`config.mk`:
```
export PLATFORM = sky130hd
export DESIGN_NAME = e2c_fifo
export DESIGN_NICKNAME = d
export VERILOG_FILES = /design/src/hw/rtl/epoch_to_calendar_date_defines.svh /design/src/hw/rtl/e2c_pkg.sv /design/src/hw/rtl/e2c_fifo.sv
export SDC_FILE = /design/constraint.sdc
export NUM_CORES = 1
export LEC_CHECK = 0
export BUFFER_PORTS_ARGS = -buffer_cell sky130_fd_sc_hd__buf_2
export CORE_MARGIN = 10
export CORE_UTILIZATION = 48
export CTS_CLUSTER_DIAMETER = 120
export DETAILED_ROUTE_END_ITERATION = 8
export GPL_ROUTABILITY_DRIVEN = 0
export PLACE_DENSITY = 0.8
export SLEW_MARGIN = 20
export SYNTH_ARGS = -nofsm -noshare
export SYNTH_HDL_FRONTEND = slang
export SYNTH_SLANG_ARGS = --single-unit
```
`constraint.sdc`:
```
create_clock -name clk_i -period 2.5 [get_ports clk_i]
set_clock_uncertainty 0.1 [all_clocks]
set_input_delay 0.375 -clock clk_i [delete_from_list [all_inputs] [get_ports clk_i]]
set_output_delay 0.375 -clock clk_i [all_outputs]
set_load 0.02 [all_outputs]
```
`src/hw/rtl/epoch_to_calendar_date_defines.svh`:
```
// Assertion macros for the file that checks this block.
`ifndef EPOCH_TO_CALENDAR_DATE_DEFINES_SVH
`define EPOCH_TO_CALENDAR_DATE_DEFINES_SVH

// Checks a property on every rising clock edge outside reset.
`define E2C_ASSERT(lbl, prop, msg) \
  lbl: assert property (@(posedge clk_i) disable iff (!rst_ni) (prop)) else $error(msg);

// Checks that the consequent holds in the same cycle as the antecedent.
`define E2C_ASSERT_IMPLY(lbl, ante, cons, msg) \
  lbl: assert property (@(posedge clk_i) disable iff (!rst_ni) (ante) |-> (cons)) \
    else $error(msg);

`endif

```
`src/hw/rtl/e2c_pkg.sv`:
```
`default_nettype none
package e2c_pkg;

  localparam int unsigned RegIdxW = 1;
  localparam logic [RegIdxW-1:0] RegTzEnable  = 1'b0;
  localparam logic [RegIdxW-1:0] RegZoneOffset = 1'b1;

  // First second of year 10000.
  localparam logic [38:0] SecsLimit = 39'd253402300800;

  localparam logic [22:0] MulDiv125Hi = 23'd4294968;
  localparam logic [30:0] MulDiv125Lo = 31'd1099511628;
  localparam logic [31:0] MulDiv675   = 32'd3257812231;
  localparam logic [22:0] MulDivEra   = 23'd7525902;
  localparam logic [23:0] MulDiv7     = 24'd9586981;
  localparam logic [17:0] MulDiv3600  = 18'd149131;
  localparam logic [18:0] MulDiv1460  = 19'd367720;
  localparam logic [18:0] MulDiv36524 = 19'd470373;
  localparam logic [18:0] MulDiv365   = 19'd367720;
  localparam logic [12:0] MulDiv60    = 13'd4370;
  localparam logic [9:0]  MulDiv100   = 10'd656;
  localparam logic [11:0] MulDiv153   = 12'd3427;

  localparam logic [21:0] EpochShift = 22'd719468;
  localparam logic [17:0] DaysPerEra = 18'd146096;

  typedef struct packed {
    logic              tz_en;
    logic signed [17:0] offset;
  } e2c_cfg_t;

  typedef struct packed {
    logic [37:0] secs;
    logic [9:0]  ms;
    logic        oor;
  } e2c_item_t;

  typedef struct packed {
    logic [13:0] year;
    logic [3:0]  month;
    logic [4:0]  day;
    logic [4:0]  hour;
    logic [5:0]  minute;
    logic [5:0]  second;
    logic [9:0]  millisecond;
    logic [2:0]  weekday;
    logic        out_of_range;
  } e2c_result_t;

  // Day of the March-based year on which each month starts.
  function automatic logic [8:0] month_start(input logic [3:0] mp);
    logic [8:0] r;
    unique case (mp)
      4'd0:    r = 9'd0;
      4'd1:    r = 9'd31;
      4'd2:    r = 9'd61;
      4'd3:    r = 9'd92;
      4'd4:    r = 9'd122;
      4'd5:    r = 9'd153;
      4'd6:    r = 9'd184;
      4'd7:    r = 9'd214;
      4'd8:    r = 9'd245;
      4'd9:    r = 9'd275;
      4'd10:   r = 9'd306;
      4'd11:   r = 9'd337;
      default: r = 9'd0;
    endcase
    return r;
  endfunction

endpackage
`default_nettype wire

```
`src/hw/rtl/e2c_fifo.sv`:
```
`default_nettype none
module e2c_fifo #(
  parameter int unsigned Depth = 4
) (
  input  logic               clk_i,
  input  logic               rst_ni,
  input  logic               push_i,
  input  e2c_pkg::e2c_item_t data_i,
  input  logic               pop_i,
  output logic               full_o,
  output logic               empty_o,
  output e2c_pkg::e2c_item_t data_o
);

  localparam int unsigned PtrW = (Depth > 1) ? $clog2(Depth) : 1;
  localparam int unsigned CntW = $clog2(Depth + 1);

  e2c_pkg::e2c_item_t mem_q [Depth];
  logic [PtrW-1:0] wr_q, rd_q;
  logic [CntW-1:0] cnt_q;
  logic do_push, do_pop;

  assign full_o  = cnt_q == CntW'(Depth);
  assign empty_o = cnt_q == '0;
  assign do_push = push_i & !full_o;
  assign do_pop  = pop_i & !empty_o;
  assign data_o  = mem_q[rd_q];

  always_ff @(posedge clk_i or negedge rst_ni) begin
    if (!rst_ni) begin
      wr_q  <= '0;
      rd_q  <= '0;
      cnt_q <= '0;
    end else begin
      if (do_push) begin
        wr_q <= (wr_q == PtrW'(Depth - 1)) ? '0 : wr_q + 1'b1;
      end
      if (do_pop) begin
        rd_q <= (rd_q == PtrW'(Depth - 1)) ? '0 : rd_q + 1'b1;
      end
      cnt_q <= cnt_q + CntW'(do_push) - CntW'(do_pop);
    end
  end

  always_ff @(posedge clk_i) begin
    if (do_push) begin
      mem_q[wr_q] <= data_i;
    end
  end

endmodule
`default_nettype wire

```
# After elaboration in Yosys (flattened, before gate mapping)
# Memory sizes are Yosys's and may differ from the RTL's.
# Index checks and enable logic that the tools add are counted.
word_totals:
  register_bits: 7
  ramBits: 196
  inputBits: 53
  out_inout_bits: 51
  elab_cells: 20
  memories: 1
op_classes:
  add_sub_neg: 4
  eq_ne: 3
  muxes: 4
  bitwise: 2
  n_reduce_logical: 3
mem_list:
  columns: ["memory", "depth", "width", "read_ports", "rd_clocked_by_memory_dff", "write_ports", "line_no", "source"]
  rows:
  - ["mem_q", 4, 49, 1, 0, 1, "e2c_fifo.sv:18", "e2c_pkg::e2c_item_t mem_q [Depth];"]
op_table:
  columns: ["op", "n"]
  rows:
  - ["$add 2x1->2 const B", 2]
  - ["$eq 2x2->1 const B", 2]
  - ["$mux 2", 2]
  - ["$add 3x1->3", 1]
  - ["$eq 3x3->1 const B", 1]
  - ["$logic_not 3->1", 1]
  - ["$sub 3x1->3", 1]
  - ["$and 1x1->1", 2]
  - ["$logic_not 1->1", 2]
  - ["$mux 1", 2]

# Logic depth before layout (Yosys ltp)
logic_depth:
  depth_word: 5
  depth_mapped: 9

# Worst setup path after synthesis
# No wires, ideal clock.
synth_timing:
  path_kind: "register to register"
  from: "register cnt_q[2]"
  to: "memory mem_q[2][0] (netlist bit), enable pin"
  arrival_time_ns: 2.069
  required_ns: 1.988
  slack_ns: -0.081
  path_stages_with_launch: 4
  period_less_slack_ns: 2.581
  path_cell_list: "dfrtp_1 -> nor3b_4 -> nor2b_1 -> and2_1"
synth_between:
  elab_chain_len: 5
synth_rtl:
  columns: ["element", "line_no", "source"]
  rows:
  - ["start: declaration", "e2c_fifo.sv:20", "logic [CntW-1:0] cnt_q;"]
  - ["start signal: assignment", "e2c_fifo.sv:41", "cnt_q <= cnt_q + CntW'(do_push) - CntW'(do_pop);"]
  - ["$eq 3x3->1", "e2c_fifo.sv:23", "assign full_o = cnt_q == CntW'(Depth);"]
  - ["net full_o", "e2c_fifo.sv:10", "output logic full_o,"]
  - ["$logic_not 1->1", "e2c_fifo.sv:25", "assign do_push = push_i & !full_o;"]
  - ["$and 1x1->1", "e2c_fifo.sv:25", null]
  - ["$mux 1", "e2c_fifo.sv:46", "if (do_push) begin"]
  - ["$mux 1 (implied by the code)", "e2c_fifo.sv:47", "mem_q[wr_q] <= data_i;"]
  - ["end: declaration", "e2c_fifo.sv:18", null]
# The timed path passes the listed nets, and every way through them passes these cells.

==> run metrics <==
status finished, final reports clean; DRC Markers 0; Layout Cells excl Fill 667; CP max FO 25; Pwr Density 1220 nW/um2; routed vias/inst 5.16; drt pass-1 iters 4; syn_nets 357; CP bufs+invs 2; Fin. Hold Viols 0; first-pass GRT wire length 21800 um; Synth top area share 0.777; CORE AREA 15300 um2; minimum clock period 2.36 ns; HPWL after DPL 8460 um; grt met1 use 0.155; fill count 1111; Die H 146 um; largest net degree at the start of global routing 50; remaining antenna violation count 0; dpl cells 610; Worst Tran Pin Value 0.372 ns; Ys Warns 0; crit-path leading delay family flip-flops; Max Cap Viol 0; synth top area cells edfxtp_1 78%, mux4_2 14%, dfrtp_1 2.3%, buf_12 1.3%, ha_1 1.2%; Peak VDD IR 0.742 mV; share of cells above drive strength 1 0.443; antenna violations before repair 1; crit-path cells buf_12 -> mux4_2 -> buf_2; Core Util, Final 0.607; Clock Latency Late Sink 0.47 ns; Startpoint Class flop; Port Buf Inserts 103; drt total wl 13700 um; Final Slew Violations 0; slew margin rel. 0.752; Die Area 21200 um2; Max clock buf depth 3; CP Class flop to output pin; Worst Slack Setup Final 0.138 ns; met2 Track Usage GR 0.221; RSZ-0062 raised after global routing false; Worst Path Arrival 1.89 ns; post-synthesis register bit count 203; Post-Syn Instances 296; Avg Inst Size Synth 25.6 um2; final worst-path cycle share 0.945; CTS tree yes; root buffer cell clkbuf_16; ant diodes 0; EDFF count, synth 196; Tightest Hold Check Type input pin to flop; Placement Setup Slack 0.188 ns; io pins 104; CTS H-tree depth 1; gr busiest metal met2; CP max stage delay 0.64 ns; asr flop ratio synth 0.0345; GRT Util Overall 0.129; Netlist cell types 22; Max Clk Rate 423 MHz; CTS Sinks 203; register area share after synthesis 0.800; CP Capture Type output pin; largest area contributor in the netlist edfxtp_1; Area Growth Syn to Fin 22.7%; WL/cell 20.5 um; clock slew at reported path FFs 0.06 ns; DR vias 3439; gr ovfl total 0; setup_tns 0 ns; Final setup viols 0; Worst path slowest cell dfrtp_4; vias in the first global route 3868; Initial DRC Count 215; TritonCTS buffer count 20; chip width 146 um; Required @ worst endpoint 2.03 ns; M3 GR Usage 0.0400; nets 504; leakage power 3.24 nW; synthesized area 7580 um2; main flop type after synthesis edfxtp_1; # rows 45; starting density of the core 0.495
[cell type report]
cell class / count / area, um2 / share of cell area
timing repair buffer: 137 / 921 / 0.0990
inverter: 7 / 26.3 / 0.00283
clock inverter: 9 / 120 / 0.0129
sequential: 203 / 6070 / 0.653
tap: 211 / 264 / 0.0284
clock buffer: 26 / 544 / 0.0585
multi-input combinational: 74 / 1360 / 0.146
[stage by stage]
stage	hold WS, ns	power (W)	cell area, um2
after floorplan	-0.0206	0.00734	7580
after global placement	0.113	0.00838	8400
after detailed placement	0.118	0.00847	8400
after CTS	0.000268	0.0116	9300
after global routing	0.00145	0.0120	9300
final	0.0146	0.0114	9300
[sequential cells by signal, indices dropped and copies added (netlist names)]
| register | flops |
|---|---|
| mem_q | 196 |
| wr_q | 2 |
| rd_q | 2 |
| cnt_q | 3 |
[kinds of logic (layout without fill, tap and decap cells)]
kind of cell / after synthesis / in the layout / share of synthesized area
buffers and inverters: 19 / 179 / 0.0220
adder cells (fa/ha/maj): 8 / 8 / 0.0142
XOR/XNOR: 2 / 2 / 0.00231
multiplexers: 52 / 52 / 0.151
flip-flops: 203 / 203 / 0.800
AND/OR/NAND/NOR: 11 / 11 / 0.0101
AO/OA/AOI/OAI: 1 / 1 / 0.000826
[placed cells by master (no fill, tap or decap), types with 3 or more instances in the layout]
| cell | synthesis | routed |
|---|---|---|
| inv_1 | 7 | 7 |
| bufinv_16 | 0 | 3 |
| buf_2 | 5 | 103 |
| ha_1 | 7 | 7 |
| edfxtp_1 | 196 | 196 |
| clkbuf_16 | 0 | 21 |
| buf_4 | 0 | 6 |
| clkinv_1 | 0 | 4 |
| dlygate4sd3_1 | 0 | 20 |
| buf_12 | 5 | 8 |
| dfrtp_1 | 7 | 5 |
| mux2_2 | 3 | 3 |
| clkbuf_1 | 1 | 5 |
| mux4_2 | 48 | 48 |
| and2_2 | 3 | 4 |
[repair_timing]
action,in CTS,in global routing
resized for setup,1,0
hold buffers,20,0
hold endpoints to repair,83,0
setup buffers,2,0
setup endpoints to repair,35,0
[report_power, final]
| group | internal [W] | total, W | switching [W] |
|---|---|---|---|
| clock network | 0.00184 | 0.00299 | 0.00115 |
| logic | 0.00160 | 0.00361 | 0.00201 |
| registers | 0.00450 | 0.00477 | 0.000270 |
[worst paths after layout]
kind	cells past startpoint	end	startpoint	slack [ns]
max in group asynchronous	2	rd_q[0]	rst_ni	1.95
max	3	data_o[24]	rd_q[1]	0.14
min reg2reg	1	wr_q[0]	wr_q[0]	0.50
min	1	mem_q[2][2]	data_i[2]	0.01
min in group asynchronous	2	wr_q[1]	rst_ni	0.17
max reg2reg	9	cnt_q[2]	cnt_q[1]	0.21
[synthesized netlist by cell type (2+ instances only)]
cell,count
mux2_2,3
buf_12,5
buf_2,5
mux4_2,48
edfxtp_1,196
and2_2,3
inv_1,7
nor2_1,2
xnor2_1,2
ha_1,7
dfrtp_1,7
[per-layer routing]
| layer | up-vias | wire [um] |
|---|---|---|
| met1 | 1768 | 5460 |
| met4 | 2 | 178 |
| met3 | 22 | 929 |
| li1 | 1548 | - |
| met2 | 99 | 7100 |
| met5 | - | 12 |
Power figures use the tool's default switching activity.
