===== config.mk =====
export PLATFORM = sky130hd
export DESIGN_NAME = e2c_front
export DESIGN_NICKNAME = d
export VERILOG_FILES = /design/src/hw/rtl/epoch_to_calendar_date_defines.svh /design/src/hw/rtl/e2c_pkg.sv /design/src/hw/rtl/e2c_front.sv
export SDC_FILE = /design/constraint.sdc
export NUM_CORES = 2
export LEC_CHECK = 0
export ABC_CLOCK_PERIOD_IN_PS = 7300
export BUFFER_PORTS_ARGS = -buffer_cell sky130_fd_sc_hd__clkbuf_2
export CORE_MARGIN = 2
export CORE_UTILIZATION = 55
export CTS_CLUSTER_SIZE = 12
export DETAILED_ROUTE_END_ITERATION = 12
export PLACE_DENSITY = 0.75
export SYNTH_ARGS = -nofsm -noshare
export SYNTH_HDL_FRONTEND = slang
export SYNTH_SLANG_ARGS = --single-unit

===== constraint.sdc =====
create_clock -name clk_i -period 7.3 [get_ports clk_i]
set_input_delay 1.095 -clock clk_i [delete_from_list [all_inputs] [get_ports clk_i]]
set_output_delay 1.095 -clock clk_i [all_outputs]
set_load 0.1 [all_outputs]

===== src/hw/rtl/epoch_to_calendar_date_defines.svh =====
// Assertion macros for the file that checks this block.
`ifndef EPOCH_TO_CALENDAR_DATE_DEFINES_SVH
`define EPOCH_TO_CALENDAR_DATE_DEFINES_SVH

// Checks a property on every rising clock edge outside reset.
`define E2C_ASSERT(lbl, prop, msg) \
  lbl: assert property (@(posedge clk_i) disable iff (!rst_ni) (prop)) else $error(msg);

// Checks that the consequent holds in the same cycle as the antecedent.
`define E2C_ASSERT_IMPLY(lbl, ante, cons, msg) \
  lbl: assert property (@(posedge clk_i) disable iff (!rst_ni) (ante) |-> (cons)) \
    else $error(msg);

`endif


===== src/hw/rtl/e2c_pkg.sv =====
`default_nettype none
package e2c_pkg;

  localparam int unsigned RegIdxW = 1;
  localparam logic [RegIdxW-1:0] RegTzEnable  = 1'b0;
  localparam logic [RegIdxW-1:0] RegZoneOffset = 1'b1;

  // First second of year 10000.
  localparam logic [38:0] SecsLimit = 39'd253402300800;

  localparam logic [22:0] MulDiv125Hi = 23'd4294968;
  localparam logic [30:0] MulDiv125Lo = 31'd1099511628;
  localparam logic [31:0] MulDiv675   = 32'd3257812231;
  localparam logic [22:0] MulDivEra   = 23'd7525902;
  localparam logic [23:0] MulDiv7     = 24'd9586981;
  localparam logic [17:0] MulDiv3600  = 18'd149131;
  localparam logic [18:0] MulDiv1460  = 19'd367720;
  localparam logic [18:0] MulDiv36524 = 19'd470373;
  localparam logic [18:0] MulDiv365   = 19'd367720;
  localparam logic [12:0] MulDiv60    = 13'd4370;
  localparam logic [9:0]  MulDiv100   = 10'd656;
  localparam logic [11:0] MulDiv153   = 12'd3427;

  localparam logic [21:0] EpochShift = 22'd719468;
  localparam logic [17:0] DaysPerEra = 18'd146096;

  typedef struct packed {
    logic              tz_en;
    logic signed [17:0] offset;
  } e2c_cfg_t;

  typedef struct packed {
    logic [37:0] secs;
    logic [9:0]  ms;
    logic        oor;
  } e2c_item_t;

  typedef struct packed {
    logic [13:0] year;
    logic [3:0]  month;
    logic [4:0]  day;
    logic [4:0]  hour;
    logic [5:0]  minute;
    logic [5:0]  second;
    logic [9:0]  millisecond;
    logic [2:0]  weekday;
    logic        out_of_range;
  } e2c_result_t;

  // Day of the March-based year on which each month starts.
  function automatic logic [8:0] month_start(input logic [3:0] mp);
    logic [8:0] r;
    unique case (mp)
      4'd0:    r = 9'd0;
      4'd1:    r = 9'd31;
      4'd2:    r = 9'd61;
      4'd3:    r = 9'd92;
      4'd4:    r = 9'd122;
      4'd5:    r = 9'd153;
      4'd6:    r = 9'd184;
      4'd7:    r = 9'd214;
      4'd8:    r = 9'd245;
      4'd9:    r = 9'd275;
      4'd10:   r = 9'd306;
      4'd11:   r = 9'd337;
      default: r = 9'd0;
    endcase
    return r;
  endfunction

endpackage
`default_nettype wire


===== src/hw/rtl/e2c_front.sv =====
`default_nettype none
module e2c_front (
  input  logic                clk_i,
  input  logic                rst_ni,
  input  logic                start_i,
  input  logic                action_i,
  input  logic [47:0]         stamp_value_i,
  input  e2c_pkg::e2c_cfg_t   cfg_i,
  input  logic                full_i,
  output logic                busy_o,
  output logic                push_o,
  output e2c_pkg::e2c_item_t  item_o
);

  logic adv, accept;
  logic v1_q, v2_q, v3_q;

  logic [44:0] p1;
  logic signed [49:0] off_ext, secs_s_d;
  logic act1_q, act2_q, act3_q;
  logic [15:0] q1_1_q, q1_2_q, q1_3_q;
  logic [21:0] top1_q;
  logic [22:0] low1_q, low2_q;
  logic [2:0]  frac1_q, frac2_q, frac3_q;
  logic signed [49:0] secs1_q, secs2_q, secs3_q;
  logic [21:0] r1_full;
  logic [6:0]  r1_2_q;
  logic [29:0] x3, x3_q;
  logic [60:0] p3;
  logic [22:0] q2_3_q;
  logic [29:0] r2_full;
  logic [38:0] secs_ms;
  logic        oor_ms, oor_s;

  assign adv    = !full_i;
  assign busy_o = full_i;
  assign accept = start_i & adv;

  assign p1      = 45'(stamp_value_i[47:26]) * 45'(e2c_pkg::MulDiv125Hi);
  assign off_ext = cfg_i.tz_en ? {{32{cfg_i.offset[17]}}, cfg_i.offset} : 50'sd0;
  assign secs_s_d = $signed({2'b00, stamp_value_i}) - off_ext;

  assign r1_full = top1_q - 22'(q1_1_q) * 22'd125;
  assign x3      = {r1_2_q, low2_q};
  assign p3      = 61'(x3) * 61'(e2c_pkg::MulDiv125Lo);

  always_ff @(posedge clk_i or negedge rst_ni) begin
    if (!rst_ni) begin
      v1_q <= 1'b0;
      v2_q <= 1'b0;
      v3_q <= 1'b0;
    end else if (adv) begin
      v1_q <= accept;
      v2_q <= v1_q;
      v3_q <= v2_q;
    end
  end

  always_ff @(posedge clk_i) begin
    if (adv) begin
      act1_q  <= action_i;
      q1_1_q  <= p1[44:29];
      top1_q  <= stamp_value_i[47:26];
      low1_q  <= stamp_value_i[25:3];
      frac1_q <= stamp_value_i[2:0];
      secs1_q <= secs_s_d;

      act2_q  <= act1_q;
      q1_2_q  <= q1_1_q;
      r1_2_q  <= r1_full[6:0];
      low2_q  <= low1_q;
      frac2_q <= frac1_q;
      secs2_q <= secs1_q;

      act3_q  <= act2_q;
      q1_3_q  <= q1_2_q;
      q2_3_q  <= p3[59:37];
      x3_q    <= x3;
      frac3_q <= frac2_q;
      secs3_q <= secs2_q;
    end
  end

  assign r2_full = x3_q - 30'(q2_3_q) * 30'd125;
  assign secs_ms = {q1_3_q, q2_3_q};
  assign oor_ms  = secs_ms >= e2c_pkg::SecsLimit;
  assign oor_s   = secs3_q[49] || (secs3_q[48:0] >= 49'(e2c_pkg::SecsLimit));

  always_comb begin
    if (act3_q) begin
      item_o.secs = secs_ms[37:0];
      item_o.ms   = {r2_full[6:0], frac3_q};
      item_o.oor  = oor_ms;
    end else begin
      item_o.secs = secs3_q[37:0];
      item_o.ms   = 10'd0;
      item_o.oor  = oor_s;
    end
  end

  assign push_o = v3_q & adv;

endmodule
`default_nettype wire


After elaboration in Yosys (flattened, before gate mapping)

Index checks and enable logic that the tools add are counted.

Logic and storage cells: 36
Register bits after elaboration: 303
Bits of input ports: 72

Bitwise logic cells: 2
Multipliers: 4
Reduce and logical (&&, ||, !) cells: 2
Add/subtract/negate cells: 3
Order comparisons: 2
Muxes and demuxes: 2

Operators by type and width:

| cell                                                                     | number |
|---|---|
| 30-bit by 29-bit multiplier with 58-bit output (second input constant)   | 1 |
| 50-bit two-way mux                                                       | 1 |
| 49-bit by 50-bit subtractor with 50-bit output                           | 1 |
| 49-bit by 38-bit >= comparator with 1-bit output (second input constant) | 1 |
| 49-bit two-way mux                                                       | 1 |
| 22-bit by 20-bit multiplier with 42-bit output (second input constant)   | 1 |
| 39-bit by 38-bit >= comparator with 1-bit output (second input constant) | 1 |
| 23-bit by 7-bit multiplier with 7-bit output (second input constant)     | 1 |
| 16-bit by 7-bit multiplier with 7-bit output (second input constant)     | 1 |
| 7-bit subtractor                                                         | 2 |
| 1-bit bitwise AND                                                        | 2 |
| 1-bit logical NOT                                                        | 1 |
| 1-bit logical OR                                                         | 1 |

Depth between registers and ports, before layout

Word-level depth: 3
Gate-level depth with buffers: 24

Worst setup path before layout

Ideal clock, no wire load.

Path type: in2reg
Start point: in full_i
End point: reg act1_q (enable)
Stages on the path: 1
Arrival: 6.870 ns
Path slack: -0.219 ns
Path through: inv_1

RTL lines:

| item                   | line            | source |
|---|---|---|
| start: declaration     | e2c_front.sv:9  | `input logic full_i,` |
| end signal: assignment | e2c_front.sv:61 | `act1_q <= action_i;` |
| end: declaration       | e2c_front.sv:20 | `logic act1_q, act2_q, act3_q;` |

No word-level cell between the ends.

Worst setup path in the final report

Start point: reg low2_q[10]
End point: reg q2_3_q[19], data pin

Longest elaborated chain between the ends: 1

RTL lines:

| item                                           | line            | source |
|---|---|---|
| start: declaration                             | e2c_front.sv:23 | `logic [22:0] low1_q, low2_q;` |
| start signal: assignment                       | e2c_front.sv:71 | `low2_q <= low1_q;` |
| 30-bit by 29-bit multiplier with 58-bit output | e2c_front.sv:45 | `assign p3 = 61'(x3) * 61'(e2c_pkg::MulDiv125Lo);` |
| via p3[56]                                     | e2c_front.sv:29 | `logic [60:0] p3;` |
| end signal: assignment                         | e2c_front.sv:77 | `q2_3_q <= p3[59:37];` |
| end: declaration                               | e2c_front.sv:30 | `logic [22:0] q2_3_q;` |

The timed path passes the listed nets, and every way through them passes these cells.
A chain may end at the register's enable or synchronous reset.

==> reports/qor.csv <==
stage,metric,value,unit
clock_tree,clockBufferDepth,3,
detailed_routing,dr.pass1.iters,6,
synthesis,ys_warn_count,0,
clock_tree,worst_skew_pair.late_latency,0.53,ns
worst_setup_path,critPathLaunchType,register,
detailed_routing,vias,21470,
detailed_routing,routedWlPerCell,20.83,µm
worst_setup_path,worstReg2RegEnd,q2_3_q[19]$_DFFE_PN_,
clock_tree,htreeDepth,2,
worst_setup_path,worst_path_largest_cell_delay,0.75,ns
grt,globalRouteMet1Util,0.3064,
timing,period_minus_slack,7.105,ns
timing,rsz0062_at_grt,true,
worst_setup_path,crit_path_top_delay_cell,edfxtp_1,
grt,grt_use_total,0.2715,
worst_setup_path,path_cells,ha_4 -> fa_1 -> fa_1 -> inv_1 -> fa_1 -> inv_1 -> fa_1 -> fa_1 -> fa_1 -> inv_1 -> fa_1 -> inv_1 -> ha_1 -> a21oi_1 -> o21ai_0 -> a21oi_1 -> o221ai_2 -> o21ai_2 -> nand2_1 -> a21o_1 -> a211oi_1 -> nor3_1,
timing,finalMaxSlewViolations,0,
final_layout,area_delta_synth_final,9.402,%
clock_tree,root_buffer,clkbuf_16,
synthesis,syn_nets,4022,
grt,use_met3,0.03229,
floorplan,dieArea,61960,µm²
worst_setup_path,arrival,7.38,ns
detailed_routing,drc,0,
placement,gp_congestion,0.9877,
synthesis,ys_ff_latch,303,
worst_setup_path,cp-end-kind,register,
grt,antenna_found_initial,6,
final_layout,finalInstanceArea,36090,µm²
detailed_routing,ant_nets,0,
final_layout,drive_gt1_frac,0.09444,
worst_setup_path,cp_max_fo,8,
floorplan,initial_core_util,0.5579,
placement,io_buffer_count,122,
timing,fin_skew,0.01420,ns
clock_tree,ctsHoldBuffers,0,
worst_setup_path,crit_family,adder cells,
timing,hold_viol_final,0,
grt,gr-total-overflow,0,
timing,final.setup.tns,0,ns
synthesis,synth_top_cells_by_area,"edfxtp_1 27%, ha_1 24%, fa_1 24%",
worst_setup_path,worstSetupPathType,reg -> reg,
floorplan,io_pins,123,
worst_setup_path,r2r_slack,0.19,ns
clock_tree,clock-sinks,303,
detailed_routing,drt-initial-drc-count,1125,
synthesis,synth_edf_count,300,
worst_hold_path,hold_path_class,in -> async,
timing,setup_viol,0,
grt,busiest_layer,met2,
placement,dpl_cell_area,34970,µm²
final_layout,multi_input_area,20940,µm²
run_status,run_status,"finished, final reports clean",
synthesis,synth.top_cell.area_share,0.2731,
synthesis,syn-cell-area,32990,µm²
synthesis,synth.most_common_cell,inv_1,
floorplan,fp.dieW,248.9,µm
grt,grt_pass1_wl,128900,µm
synthesis,synth_cells,2929,
floorplan,rows,89,
final_layout,fin_util,0.6104,
clock_tree,cts_tree,yes,
worst_setup_path,worst_r2r_path_depth,22,
timing,tightest_slew,0.8066,ns
floorplan,die_h,248.9,µm
clock_tree,cts_made_buffers,34,
synthesis,ys_seq_area_frac,0.2753,
clock_tree,clk_pin_slew_worst_paths,0.07,ns
synthesis,yosysUniqueCellTypes,75,
detailed_routing,via_per_inst,5.475,
synthesis,synth_top_cells_by_count,"770 x inv_1, 631 x ha_1, 390 x fa_1",
synthesis,syn_area_per_cell,11.26,µm²
synthesis,async_flop_share,0.009901,
grt,grt_pass1_vias,23860,
final_layout,fillers,4722,
final_layout,regArea,9084,µm²
synthesis,synthFlopType,edfxtp_1,
worst_setup_path,cp-startpoint,low2_q[10]$_DFFE_PN_,
grt,grt_max_degree,121,
flow_run,maxCapViolations,0,
floorplan,core-area,59130,µm²
detailed_routing,wl,81670,µm
worst_setup_path,required,7.58,ns
timing,fin_crit_sh,0.9733,
timing,fmax,140.7,MHz
placement,place_hpwl,68700,µm
timing,relSlewSlack,0.4611,
worst_setup_path,r2r-start,low2_q[10]$_DFFE_PN_,
worst_setup_path,critPathBufInv,4,
synthesis,synth.largest_area_cell,edfxtp_1,
grt,use_met2,0.5031,
final_layout,final_nets,4222,
worst_setup_path,cp_common_cell,fa_1,
timing,fin_hold_ws,0.3727,ns
[worst reg2reg max path, stage by stage, from the launching register on]
cell and delay (ns):
edfxtp_1 0.75, ha_4 0.32, fa_1 0.46, fa_1 0.55, inv_1 0.05, fa_1 0.51
inv_1 0.06, fa_1 0.52, fa_1 0.44, fa_1 0.55, inv_1 0.05, fa_1 0.50
inv_1 0.04, ha_1 0.35, a21oi_1 0.26, o21ai_0 0.12, a21oi_1 0.25, o221ai_2 0.22
o21ai_2 0.25, nand2_1 0.11, a21o_1 0.21, a211oi_1 0.24, nor3_1 0.07
[per-layer routing]
metal  routed length (µm)  vias to the layer above
met3                 3399                      223
met1                30650                    10580
met5                   39                        -
li1                     -                    10090
met2                42770                      575
met4                 4803                        6
[registers in the layout (all words and copies together), names as in the netlist]
signal   cells
frac1_q      3
secs3_q     50
low2_q      23
v3_q         1
secs1_q     50
v2_q         1
frac2_q      3
low1_q      23
q1_2_q      16
q1_3_q      16
q2_3_q      23
frac3_q      3
q1_1_q      16
v1_q         1
act1_q       1
secs2_q     50
x3_q         7
act2_q       1
act3_q       1
r1_2_q       7
top1_q       7
[cells in the final DEF (no fill, tap or decap), types with 4 or more instances in the layout]
cell type  instances
o21ai_0           58
fa_1             390
inv_1            769
or2_2              5
nor3_1            28
and2_1             6
nor2b_1           20
clkbuf_1           6
clkbuf_16         35
ha_1             630
clkbuf_2         122
nor4_1            10
o21a_1            15
xor2_1            32
xnor2_1           77
a21o_1            46
edfxtp_1         300
a31oi_1           12
nand2_1           83
and3_1            10
a21oi_1           95
nand3_1           41
a41oi_1            4
nand2b_1           4
buf_4             67
a211oi_1          21
o211ai_1          12
nor2_1            71
o31a_1             4
nand4_1           26
a311oi_1           4
or3_1              6
o21bai_1          12
o31ai_1            6
mux2_2            40
a21oi_2            4
[cells by family (layout without fill, tap and decap cells)]
kind of cell	Yosys count	after routing	synth area share
flops	303	303	0.2753
buf+inv	798	1014	0.09102
simple gates	325	325	0.04839
fa+ha+maj	1021	1021	0.4760
mux	41	41	0.01396
xor+xnor	109	109	0.02894
other cells	0	3	0
compound gates	332	332	0.06641
[timing repair]
item / 4_1_cts / 5_1_grt
setup buffers: 0 / 5
gates resized for setup: 0 / 10
setup endpoints to repair: 0 / 15
[worst max path at each step]
stage / cells past startpoint / to
after floorplan: 24 / q2_3_q[13]$_DFFE_PN_
after global placement: 22 / q2_3_q[13]$_DFFE_PN_
after detailed placement: 22 / q2_3_q[19]$_DFFE_PN_
after CTS: 22 / q2_3_q[19]$_DFFE_PN_
after global routing: 23 / q2_3_q[19]$_DFFE_PN_
final: 22 / q2_3_q[19]$_DFFE_PN_
[metrics by stage]
stage,cells,setup slack [ns]
after floorplan,2929,0.4619
after global placement,3861,0.1482
after detailed placement,3861,0.03490
after CTS,3913,0.02833
after global routing,3919,-0.1040
final,3921,0.1948
[layout make-up]
cell class / count / area share
inverters: 770 / 0.08018
clock inverters: 11 / 0.003779
diodes: 3 / 0.0002080
flip-flops and latches: 303 / 0.2517
clock buffers: 41 / 0.02489
multi-input cells: 1828 / 0.5802
repair buffers: 192 / 0.03227
well taps: 773 / 0.02680
Power is left out: the tool's default activity adds up to more than one toggle a clock period on the data nets, which glitch-free logic cannot reach.
