**config.mk**
```make
export PLATFORM = sky130hd
export DESIGN_NAME = e2c_back
export DESIGN_NICKNAME = d
export VERILOG_FILES = /design/src/hw/rtl/epoch_to_calendar_date_defines.svh /design/src/hw/rtl/e2c_pkg.sv /design/src/hw/rtl/e2c_back.sv
export SDC_FILE = /design/constraint.sdc
export NUM_CORES = 2
export LEC_CHECK = 0
export ABC_AREA = 1
export BUFFER_PORTS_ARGS = -buffer_cell sky130_fd_sc_hd__buf_2
export CAP_MARGIN = 10
export CORE_ASPECT_RATIO = 1.1
export CORE_MARGIN = 4
export CORE_UTILIZATION = 60
export CTS_CLUSTER_DIAMETER = 50
export CTS_CLUSTER_SIZE = 16
export DETAILED_ROUTE_END_ITERATION = 10
export PLACE_DENSITY = 0.75
export SLEW_MARGIN = 40
export SYNTH_ARGS = -nofsm -noshare
export SYNTH_HDL_FRONTEND = slang
export SYNTH_SLANG_ARGS = --single-unit
```
**constraint.sdc**
```tcl
create_clock -name clk_i -period 7.8 [get_ports clk_i]
set_clock_uncertainty 0.05 [all_clocks]
set_input_delay 0 -clock clk_i [delete_from_list [all_inputs] [get_ports clk_i]]
set_output_delay 0 -clock clk_i [all_outputs]
set_load 0.02 [all_outputs]
```
**src/hw/rtl/epoch_to_calendar_date_defines.svh**
```systemverilog
// Assertion macros for the file that checks this block.
`ifndef EPOCH_TO_CALENDAR_DATE_DEFINES_SVH
`define EPOCH_TO_CALENDAR_DATE_DEFINES_SVH

// Checks a property on every rising clock edge outside reset.
`define E2C_ASSERT(lbl, prop, msg) \
  lbl: assert property (@(posedge clk_i) disable iff (!rst_ni) (prop)) else $error(msg);

// Checks that the consequent holds in the same cycle as the antecedent.
`define E2C_ASSERT_IMPLY(lbl, ante, cons, msg) \
  lbl: assert property (@(posedge clk_i) disable iff (!rst_ni) (ante) |-> (cons)) \
    else $error(msg);

`endif

```
**src/hw/rtl/e2c_pkg.sv**
```systemverilog
`default_nettype none
package e2c_pkg;

  localparam int unsigned RegIdxW = 1;
  localparam logic [RegIdxW-1:0] RegTzEnable  = 1'b0;
  localparam logic [RegIdxW-1:0] RegZoneOffset = 1'b1;

  // First second of year 10000.
  localparam logic [38:0] SecsLimit = 39'd253402300800;

  localparam logic [22:0] MulDiv125Hi = 23'd4294968;
  localparam logic [30:0] MulDiv125Lo = 31'd1099511628;
  localparam logic [31:0] MulDiv675   = 32'd3257812231;
  localparam logic [22:0] MulDivEra   = 23'd7525902;
  localparam logic [23:0] MulDiv7     = 24'd9586981;
  localparam logic [17:0] MulDiv3600  = 18'd149131;
  localparam logic [18:0] MulDiv1460  = 19'd367720;
  localparam logic [18:0] MulDiv36524 = 19'd470373;
  localparam logic [18:0] MulDiv365   = 19'd367720;
  localparam logic [12:0] MulDiv60    = 13'd4370;
  localparam logic [9:0]  MulDiv100   = 10'd656;
  localparam logic [11:0] MulDiv153   = 12'd3427;

  localparam logic [21:0] EpochShift = 22'd719468;
  localparam logic [17:0] DaysPerEra = 18'd146096;

  typedef struct packed {
    logic              tz_en;
    logic signed [17:0] offset;
  } e2c_cfg_t;

  typedef struct packed {
    logic [37:0] secs;
    logic [9:0]  ms;
    logic        oor;
  } e2c_item_t;

  typedef struct packed {
    logic [13:0] year;
    logic [3:0]  month;
    logic [4:0]  day;
    logic [4:0]  hour;
    logic [5:0]  minute;
    logic [5:0]  second;
    logic [9:0]  millisecond;
    logic [2:0]  weekday;
    logic        out_of_range;
  } e2c_result_t;

  // Day of the March-based year on which each month starts.
  function automatic logic [8:0] month_start(input logic [3:0] mp);
    logic [8:0] r;
    unique case (mp)
      4'd0:    r = 9'd0;
      4'd1:    r = 9'd31;
      4'd2:    r = 9'd61;
      4'd3:    r = 9'd92;
      4'd4:    r = 9'd122;
      4'd5:    r = 9'd153;
      4'd6:    r = 9'd184;
      4'd7:    r = 9'd214;
      4'd8:    r = 9'd245;
      4'd9:    r = 9'd275;
      4'd10:   r = 9'd306;
      4'd11:   r = 9'd337;
      default: r = 9'd0;
    endcase
    return r;
  endfunction

endpackage
`default_nettype wire

```
**src/hw/rtl/e2c_back.sv**
```systemverilog
`default_nettype none
module e2c_back (
  input  logic                 clk_i,
  input  logic                 rst_ni,
  input  logic                 valid_i,
  input  e2c_pkg::e2c_item_t   item_i,
  output logic                 done_o,
  output e2c_pkg::e2c_result_t res_o
);

  logic [7:1] v_q;
  logic [9:0] ms_q [1:7];
  logic       oor_q [1:7];

  // Stage 1
  logic [62:0] p1;
  logic [21:0] days1_q;
  logic [37:0] secs1_q;
  // Stage 2
  logic [37:0] tod2_full;
  logic [21:0] z2_d, wx2_d;
  logic [44:0] p2e;
  logic [45:0] p2w;
  logic [21:0] z2_q, wx2_q;
  logic [4:0]  era2_q;
  logic [16:0] tod2_q;
  logic [19:0] wq2_q;
  // Stage 3
  logic [21:0] doe3_full, wd3_full;
  logic [34:0] p3h;
  logic [17:0] doe3_q;
  logic [4:0]  era3_q, hr3_q;
  logic [16:0] tod3_q;
  logic [2:0]  wd3_q;
  // Stage 4
  logic [36:0] p4a, p4b;
  logic [16:0] rem4_full;
  logic [17:0] doe4_q;
  logic [4:0]  era4_q, hr4_q;
  logic [6:0]  a4_q;
  logic [2:0]  b4_q;
  logic        c4_q;
  logic [11:0] rem4_q;
  logic [2:0]  wd4_q;
  // Stage 5
  logic [17:0] t5;
  logic [36:0] p5y;
  logic [24:0] p5m;
  logic [17:0] doe5_q;
  logic [4:0]  era5_q, hr5_q;
  logic [8:0]  yoe5_q;
  logic [11:0] rem5_q;
  logic [5:0]  mn5_q;
  logic [2:0]  wd5_q;
  // Stage 6
  logic [18:0] p6;
  logic [17:0] base6, doy6_full;
  logic [11:0] sec6_full;
  logic [8:0]  doy6_q, yoe6_q;
  logic [4:0]  era6_q, hr6_q;
  logic [5:0]  mn6_q, sec6_q;
  logic [2:0]  wd6_q;
  // Stage 7
  logic [10:0] mpx7;
  logic [22:0] p7;
  logic [8:0]  doy7_q;
  logic [3:0]  mp7_q;
  logic [13:0] yy7_q;
  logic [4:0]  hr7_q;
  logic [5:0]  mn7_q, sec7_q;
  logic [2:0]  wd7_q;
  // Output
  logic [3:0]  mm8;
  logic [8:0]  day8_full;
  e2c_pkg::e2c_result_t res_d, res_q;
  logic done_q;

  assign p1 = 63'(item_i.secs[37:7]) * 63'(e2c_pkg::MulDiv675);

  assign tod2_full = secs1_q - 38'(days1_q) * 38'd86400;
  assign z2_d      = days1_q + e2c_pkg::EpochShift;
  assign wx2_d     = days1_q + 22'd4;
  assign p2e       = 45'(z2_d) * 45'(e2c_pkg::MulDivEra);
  assign p2w       = 46'(wx2_d) * 46'(e2c_pkg::MulDiv7);

  assign doe3_full = z2_q - 22'(era2_q) * 22'd146097;
  assign wd3_full  = wx2_q - 22'(wq2_q) * 22'd7;
  assign p3h       = 35'(tod2_q) * 35'(e2c_pkg::MulDiv3600);

  assign p4a       = 37'(doe3_q) * 37'(e2c_pkg::MulDiv1460);
  assign p4b       = 37'(doe3_q) * 37'(e2c_pkg::MulDiv36524);
  assign rem4_full = tod3_q - 17'(hr3_q) * 17'd3600;

  assign t5  = doe4_q - 18'(a4_q) + 18'(b4_q) - 18'(c4_q);
  assign p5y = 37'(t5) * 37'(e2c_pkg::MulDiv365);
  assign p5m = 25'(rem4_q) * 25'(e2c_pkg::MulDiv60);

  assign p6        = 19'(yoe5_q) * 19'(e2c_pkg::MulDiv100);
  assign base6     = 18'(yoe5_q) * 18'd365 + 18'(yoe5_q[8:2]) - 18'(p6[18:16]);
  assign doy6_full = doe5_q - base6;
  assign sec6_full = rem5_q - 12'(mn5_q) * 12'd60;

  assign mpx7 = 11'(doy6_q) * 11'd5 + 11'd2;
  assign p7   = 23'(mpx7) * 23'(e2c_pkg::MulDiv153);

  assign mm8       = (mp7_q < 4'd10) ? mp7_q + 4'd3 : mp7_q - 4'd9;
  assign day8_full = doy7_q - e2c_pkg::month_start(mp7_q) + 9'd1;

  always_comb begin
    if (oor_q[7]) begin
      res_d = '0;
      res_d.out_of_range = 1'b1;
    end else begin
      res_d.year         = yy7_q + 14'(mm8 <= 4'd2);
      res_d.month        = mm8;
      res_d.day          = day8_full[4:0];
      res_d.hour         = hr7_q;
      res_d.minute       = mn7_q;
      res_d.second       = sec7_q;
      res_d.millisecond  = ms_q[7];
      res_d.weekday      = wd7_q;
      res_d.out_of_range = 1'b0;
    end
  end

  always_ff @(posedge clk_i or negedge rst_ni) begin
    if (!rst_ni) begin
      v_q    <= '0;
      done_q <= 1'b0;
    end else begin
      v_q    <= {v_q[6:1], valid_i};
      done_q <= v_q[7];
    end
  end

  always_ff @(posedge clk_i) begin
    ms_q[1]  <= item_i.ms;
    oor_q[1] <= item_i.oor;
    for (int i = 2; i <= 7; i++) begin
      ms_q[i]  <= ms_q[i-1];
      oor_q[i] <= oor_q[i-1];
    end

    days1_q <= p1[62:41];
    secs1_q <= item_i.secs;

    z2_q   <= z2_d;
    wx2_q  <= wx2_d;
    era2_q <= p2e[44:40];
    tod2_q <= tod2_full[16:0];
    wq2_q  <= p2w[45:26];

    doe3_q <= doe3_full[17:0];
    era3_q <= era2_q;
    tod3_q <= tod2_q;
    hr3_q  <= p3h[33:29];
    wd3_q  <= wd3_full[2:0];

    doe4_q <= doe3_q;
    era4_q <= era3_q;
    a4_q   <= p4a[35:29];
    b4_q   <= p4b[36:34];
    c4_q   <= doe3_q == e2c_pkg::DaysPerEra;
    rem4_q <= rem4_full[11:0];
    hr4_q  <= hr3_q;
    wd4_q  <= wd3_q;

    doe5_q <= doe4_q;
    era5_q <= era4_q;
    yoe5_q <= p5y[35:27];
    rem5_q <= rem4_q;
    mn5_q  <= p5m[23:18];
    hr5_q  <= hr4_q;
    wd5_q  <= wd4_q;

    doy6_q <= doy6_full[8:0];
    yoe6_q <= yoe5_q;
    era6_q <= era5_q;
    hr6_q  <= hr5_q;
    mn6_q  <= mn5_q;
    sec6_q <= sec6_full[5:0];
    wd6_q  <= wd5_q;

    doy7_q <= doy6_q;
    mp7_q  <= p7[22:19];
    yy7_q  <= 14'(yoe6_q) + 14'(era6_q) * 14'd400;
    hr7_q  <= hr6_q;
    mn7_q  <= mn6_q;
    sec7_q <= sec6_q;
    wd7_q  <= wd6_q;

    res_q <= res_d;
  end

  assign done_o = done_q;
  assign res_o  = res_q;

endmodule
`default_nettype wire

```
# After elaboration in Yosys (flattened, before gate mapping)
# Memory sizes are Yosys's and may differ from the RTL's. A register that Yosys moved wholly into a read port is not among the register bits.
# Index checks and enable logic that the tools add are counted.
[classes] mul=18 add_sub_neg=20 n_eq_ne=1 n_mux=2 n_lt_le_gt_ge=2
[op_table] op="$mul A18 B16 Y33 const B" count=2
[op_table] op="$mul A31 B32 Y63 const B" count=1
[op_table] op="$mul A22 B24 Y46 const B" count=1
[op_table] op="$mul A22 B22 Y44 const B" count=1
[op_table] op="$mul A18 B19 Y37 const B" count=1
[op_table] op="$mul A17 B18 Y34 const B" count=1
[op_table] op="$mul A11 B12 Y23 const B" count=1
[op_table] op="$mul A12 B12 Y23 const B" count=1
[op_table] op="$add A22 B20 Y22 const B" count=1
[op_table] op="$add A22 B3 Y22 const B" count=1
[op_table] op="$mul A22 B10 Y10 const B" count=1
[op_table] op="$mul A20 B3 Y3 const B" count=1
[op_table] op="$add A18 B3 Y18" count=1
[op_table] op="$eq A18 B18 Y1 const B" count=1
[op_table] op="$mul A5 B18 Y18 const B" count=1
[op_table] op="$sub A18 B1 Y18" count=1
[op_table] op="$sub A18 B18 Y18" count=1
[op_table] op="$sub A18 B7 Y18" count=1
[op_table] op="$sub A17 B17 Y17" count=1
[op_table] op="$mul A9 B6 Y15 const B" count=1
[op_table] op="$add A14 B1 Y14" count=1
[op_table] op="$add A9 B14 Y14" count=1
[op_table] op="$sub A12 B12 Y12" count=1
[op_table] op="$add A11 B2 Y11 const B" count=1
[op_table] op="18 further kinds" count=18
[word_totals] memories=3 elab_cells=97 ram_bits=77 input_bits=52 regBits=380 romBits=144 out_inout_bits=55
[mem_list] memory="(no name shown)" depth=16 width=9 read_ports=1 rd_clocked_by_memory_dff=1 write_ports=0 line="e2c_pkg.sv:53" rtl="unique case (mp)"
[mem_list] memory="ms_q" depth=7 width=10 read_ports=7 rd_clocked_by_memory_dff=1 write_ports=7 line="e2c_back.sv:12" rtl="logic [9:0] ms_q [1:7];"
[mem_list] memory="oor_q" depth=7 width=1 read_ports=7 rd_clocked_by_memory_dff=0 write_ports=7 line="e2c_back.sv:13" rtl="logic oor_q [1:7];"

# Logic depth before layout (Yosys ltp)
[depth] depth_word=4 depth_mapped=38 ltp_nobuf=38

# Worst setup path after synthesis
# Ideal clock, no wire load.
[synth_path] kind="reg-to-reg" start="register doe4_q[0]" end="register yoe5_q[8]" slack_ns=0.624 path_stages_with_launch=32 path_buffers=0 t_required_ns=7.638 t_arrival_ns=7.014 cell_sequence="dfxtp_1 > fa_1 > inv_1 > fa_1 > inv_1 > ha_1 > inv_1 > fa_1 > inv_1 > nand3_1 > nand3_2 > a31oi_1 > xor2_1 > fa_1 > ha_1 > fa_1 > fa_1 > inv_1 > fa_1 > fa_1 > inv_1 > ha_1 > a21oi_1 > o21ai_0 > nand2_1 > nand2_1 > nand2_1 > nand2_1 > a21oi_1 > inv_1 > nand2_1 > nand2_1"
[synth_via] elab_chain_len=4
[synth_rtl] item="start: declaration" line="e2c_back.sv:38" rtl="logic [17:0] doe4_q;"
[synth_rtl] item="start signal: assignment" line="e2c_back.sv:159" rtl="doe4_q <= doe3_q;"
[synth_rtl] item="$sub A18 B7 Y18" line="e2c_back.sv:94" rtl="assign t5 = doe4_q - 18'(a4_q) + 18'(b4_q) - 18'(c4_q);"
[synth_rtl] item="$add A18 B3 Y18" line="e2c_back.sv:94"
[synth_rtl] item="$sub A18 B1 Y18" line="e2c_back.sv:94"
[synth_rtl] item="$mul A18 B16 Y33" line="e2c_back.sv:95" rtl="assign p5y = 37'(t5) * 37'(e2c_pkg::MulDiv365);"
[synth_rtl] item="via p5y[35]" line="e2c_back.sv:47" rtl="logic [36:0] p5y;"
[synth_rtl] item="end signal: assignment" line="e2c_back.sv:170" rtl="yoe5_q <= p5y[35:27];"
[synth_rtl] item="end: declaration" line="e2c_back.sv:51" rtl="logic [8:0] yoe5_q;"
# The timed path passes the listed nets, and every way through them passes these cells.
# A chain may end at the register's enable or synchronous reset.

# Worst setup path in the final report
# Ends and elaborated chain as after synthesis.

==> impl_results.md <==
* Htree depth at 2
* Buffers added on ports at roughly 110
* Status: finished, final reports clean
* Die area at 126000 sq um
* Syn Area/Cell at 8.82 sq um
* Final period util at 0.946
* Slowest CP cell: fa_1
* Filler cells at ~10k
* Routed wire length per instance at ~18 um
* Final setup violation count at 0
* Sequential area share after synthesis at 0.126
* Die X at 339 um
* Post-synth top area share at 0.287
* Critical Path Start: doe4_q[0]
* Synth Register Bits at 452
* Starting Density at 0.605
* Top cells by count, synth: inv_1, ha_1, nand2_1
* Syn nets at between 10k and 15k
* Global Route Usage Sum at 0.289
* Final net count at between 10k and 15k
* Cell type with the largest total area after synthesis: ha_1
* Setup crit end kind: register
* Endpoints failing hold at 0
* Reg clk slew, reported paths at 0.06 ns
* Fin Setup TNS at 0 ns
* Critical path arrival at a little under 8 ns
* Max_cap viols at 0
* I/O pins at approximately 110
* CTS buffer count at 53
* Worst R2R Setup Slack at roughly 0.42 ns
* Critical path fanouts, max at 6
* Max Freq at 0.136 GHz
* Later-pin clock latency in the skew report at between 0.6 and 0.7 ns
* Period minus WS final at approximately 7.4 ns
* Synth warn at 0
* Slew Limit Fails at 0
* Worst r2r src: doe4_q[0]
* Core ar. at roughly 120000 sq um
* First-pass GRT wire length at slightly below 300000 um
* Hold crit path type: in2reg
* GPL Wtd Cong at between 0.9 and 1
* Vias in the first global route at between 50k and 60k
* Initial DRC count at between 2k and 3k
* Total grt overflow at 0
* Remaining DRCs at 0
* CTS tree: built
* Synth async-reset ratio at 0.0177
* Num rows at between 100 and 150
* WL final at ~180000 um
* Critical path class: reg2reg
* Slew margin rel. at 0.429
* Vias per cell at around 5.3
* Synth area leaders: ha_1, fa_1, dfxtp_1, inv_1, nand2_1
* Main synth FF type: dfxtp_1
* Initial antenna violation count at 2
* Cell with the most instances after synthesis: inv_1
* Final Util at 0.648
* RSZ-0062 raised after global routing: yes
* Die Ht at roughly 370 um
* Worst path max stage delay at roughly 0.55 ns
* Vias at roughly 53k
* Pin count of the biggest net entering global routing at between 40 and 50
* Drt pass-1 iters at 6
* WP data required at between 8 and 9 ns
* Slew at the pin closest to its max-slew limit at between 0.8 and 0.9 ns
* Worst Hold Launch: item_i[23]
* HPWL after detailed placement at 156000 um
* Clock buffer depth at 3
* Worst Setup Start Kind: register
* P&R area growth vs syn at 7.15%
* Post-synthesis cell type count at 54
* Root Driver: clkbuf_16
* DRT antenna net count at 0
* Cells after Synth at about 8k
* Layout cells sized above 1 at 0.0375
* EDFF count, synth at 0
* Clk sinks at about 450
* Most used cell, CP: fa_1
* Post-synth design cell area at roughly 72000 sq um
-- stage by stage --
stage | instance area (sq um) | std cells | setup WS [ns] | hold slack (ns)
after floorplan | 72400 | 8209 | 0.624 | -0.346
after global placement | 75100 | 9894 | -0.0319 | -0.207
after detailed placement | 75100 | 9894 | 0.225 | -0.199
after CTS | 77400 | 10000 | 0.176 | 0.118
after global routing | 77600 | 10000 | -0.0507 | 0.145
final | 77600 | 10000 | 0.420 | 0.173
-- cell families (layout without fill, tap and decap cells) --
group	after synthesis	count (layout)	share of synthesized area
other cells	0	1	0
xor+xnor	191	191	0.0233
flops	452	452	0.126
buf+inv	2289	2569	0.119
fa+ha+maj	2686	2686	0.570
compound gates	657	657	0.0503
simple gates	1934	1934	0.111
-- registers in the layout, summed over array words and instances (netlist names), 7 cells and up, named ones only --
| name | cells |
|---|---|
| yy7_q | 14 |
| tod2_q | 17 |
| doe3_q | 18 |
| tod3_q | 12 |
| v_q | 7 |
| res_o | 54 |
| yoe6_q | 9 |
| a4_q | 7 |
| oor_q | 7 |
| yoe5_q | 9 |
| rem4_q | 12 |
| doe4_q | 18 |
| secs1_q | 17 |
| days1_q | 22 |
| doe5_q | 9 |
| ms_q | 70 |
| doy6_q | 9 |
| z2_q | 16 |
-- worst max-delay path: cells and delay by family, from the launching register on --
kind / cells / cell delay, ns
buf+inv: 9 / 0.73
simple gates: 7 / 0.60
fa+ha+maj: 11 / 4.69
flops: 1 / 0.32
compound gates: 5 / 0.87
-- path summary, 6_finish.rpt --
path / to / depth (start not counted)
setup / recovery: yoe5_q[8] / 32
hold / removal: secs1_q[12] / 2
setup reg to reg: yoe5_q[8] / 32
hold reg to reg: wd6_q[0] / 0
max in group asynchronous: v_q[2] / 3
min in group asynchronous: v_q[4] / 3
-- cell type report --
class / instances / area [sq um] / share of cell area
multi-input combinational: 5468 / 54800 / 0.706
sequential: 452 / 9090 / 0.117
inverter: 2278 / 8560 / 0.110
tap: 1552 / 1940 / 0.0250
clock buffer: 64 / 1410 / 0.0181
timing repair buffer: 198 / 1350 / 0.0174
clock inverter: 29 / 433 / 0.00558
antenna: 1 / 2.50 / 0.0000323
-- timing repair --
item                                   4_1_cts  5_1_grt
buffers inserted                             0        4
hold buffers                                50        0
endpoints found under the hold margin       37        0
setup endpoints to repair                    0       11
gates resized for setup                      0       18
-- per-layer routing --
layer | global-route usage | vias up | routed length (um)
met3 | 0.0443 | 293 | 10800
li1 | - | 25800 | -
met1 | 0.368 | 25700 | 74300
met5 | 0 | - | 13
met2 | 0.514 | 1336 | 85800
met4 | 0.0803 | 2 | 5540
-- layout by cell type (no fill, tap or decap), types with 5 or more instances in the layout --
master	Yosys	final
dfrtp_1	8	8
o21a_1	13	13
nor2_1	386	386
bufinv_16	0	5
xnor2_1	70	70
a31oi_1	14	14
ha_1	1663	1663
nand3_1	214	214
nor3_1	68	67
fa_1	1023	1023
o21bai_1	33	33
nand4_1	67	67
nor2_2	9	9
nand3_2	6	6
a21oi_2	3	8
xor2_1	119	113
inv_8	0	6
buf_2	1	106
nand2_2	13	13
a21oi_1	352	347
o211ai_1	10	10
a21o_1	38	38
dlygate4sd3_1	0	50
inv_2	9	9
o21ai_0	166	164
clkbuf_1	5	7
inv_1	2269	2268
dfxtp_1	444	441
nor4_1	15	15
nand3b_1	13	13
buf_4	3	42
or2_2	11	11
clkbuf_16	0	53
a21boi_0	5	5
xor2_2	1	5
inv_6	0	5
nand2_1	1116	1116
Power is not shown: default switching activity piles up to over one toggle a cycle in this logic, so the estimate is an artifact.
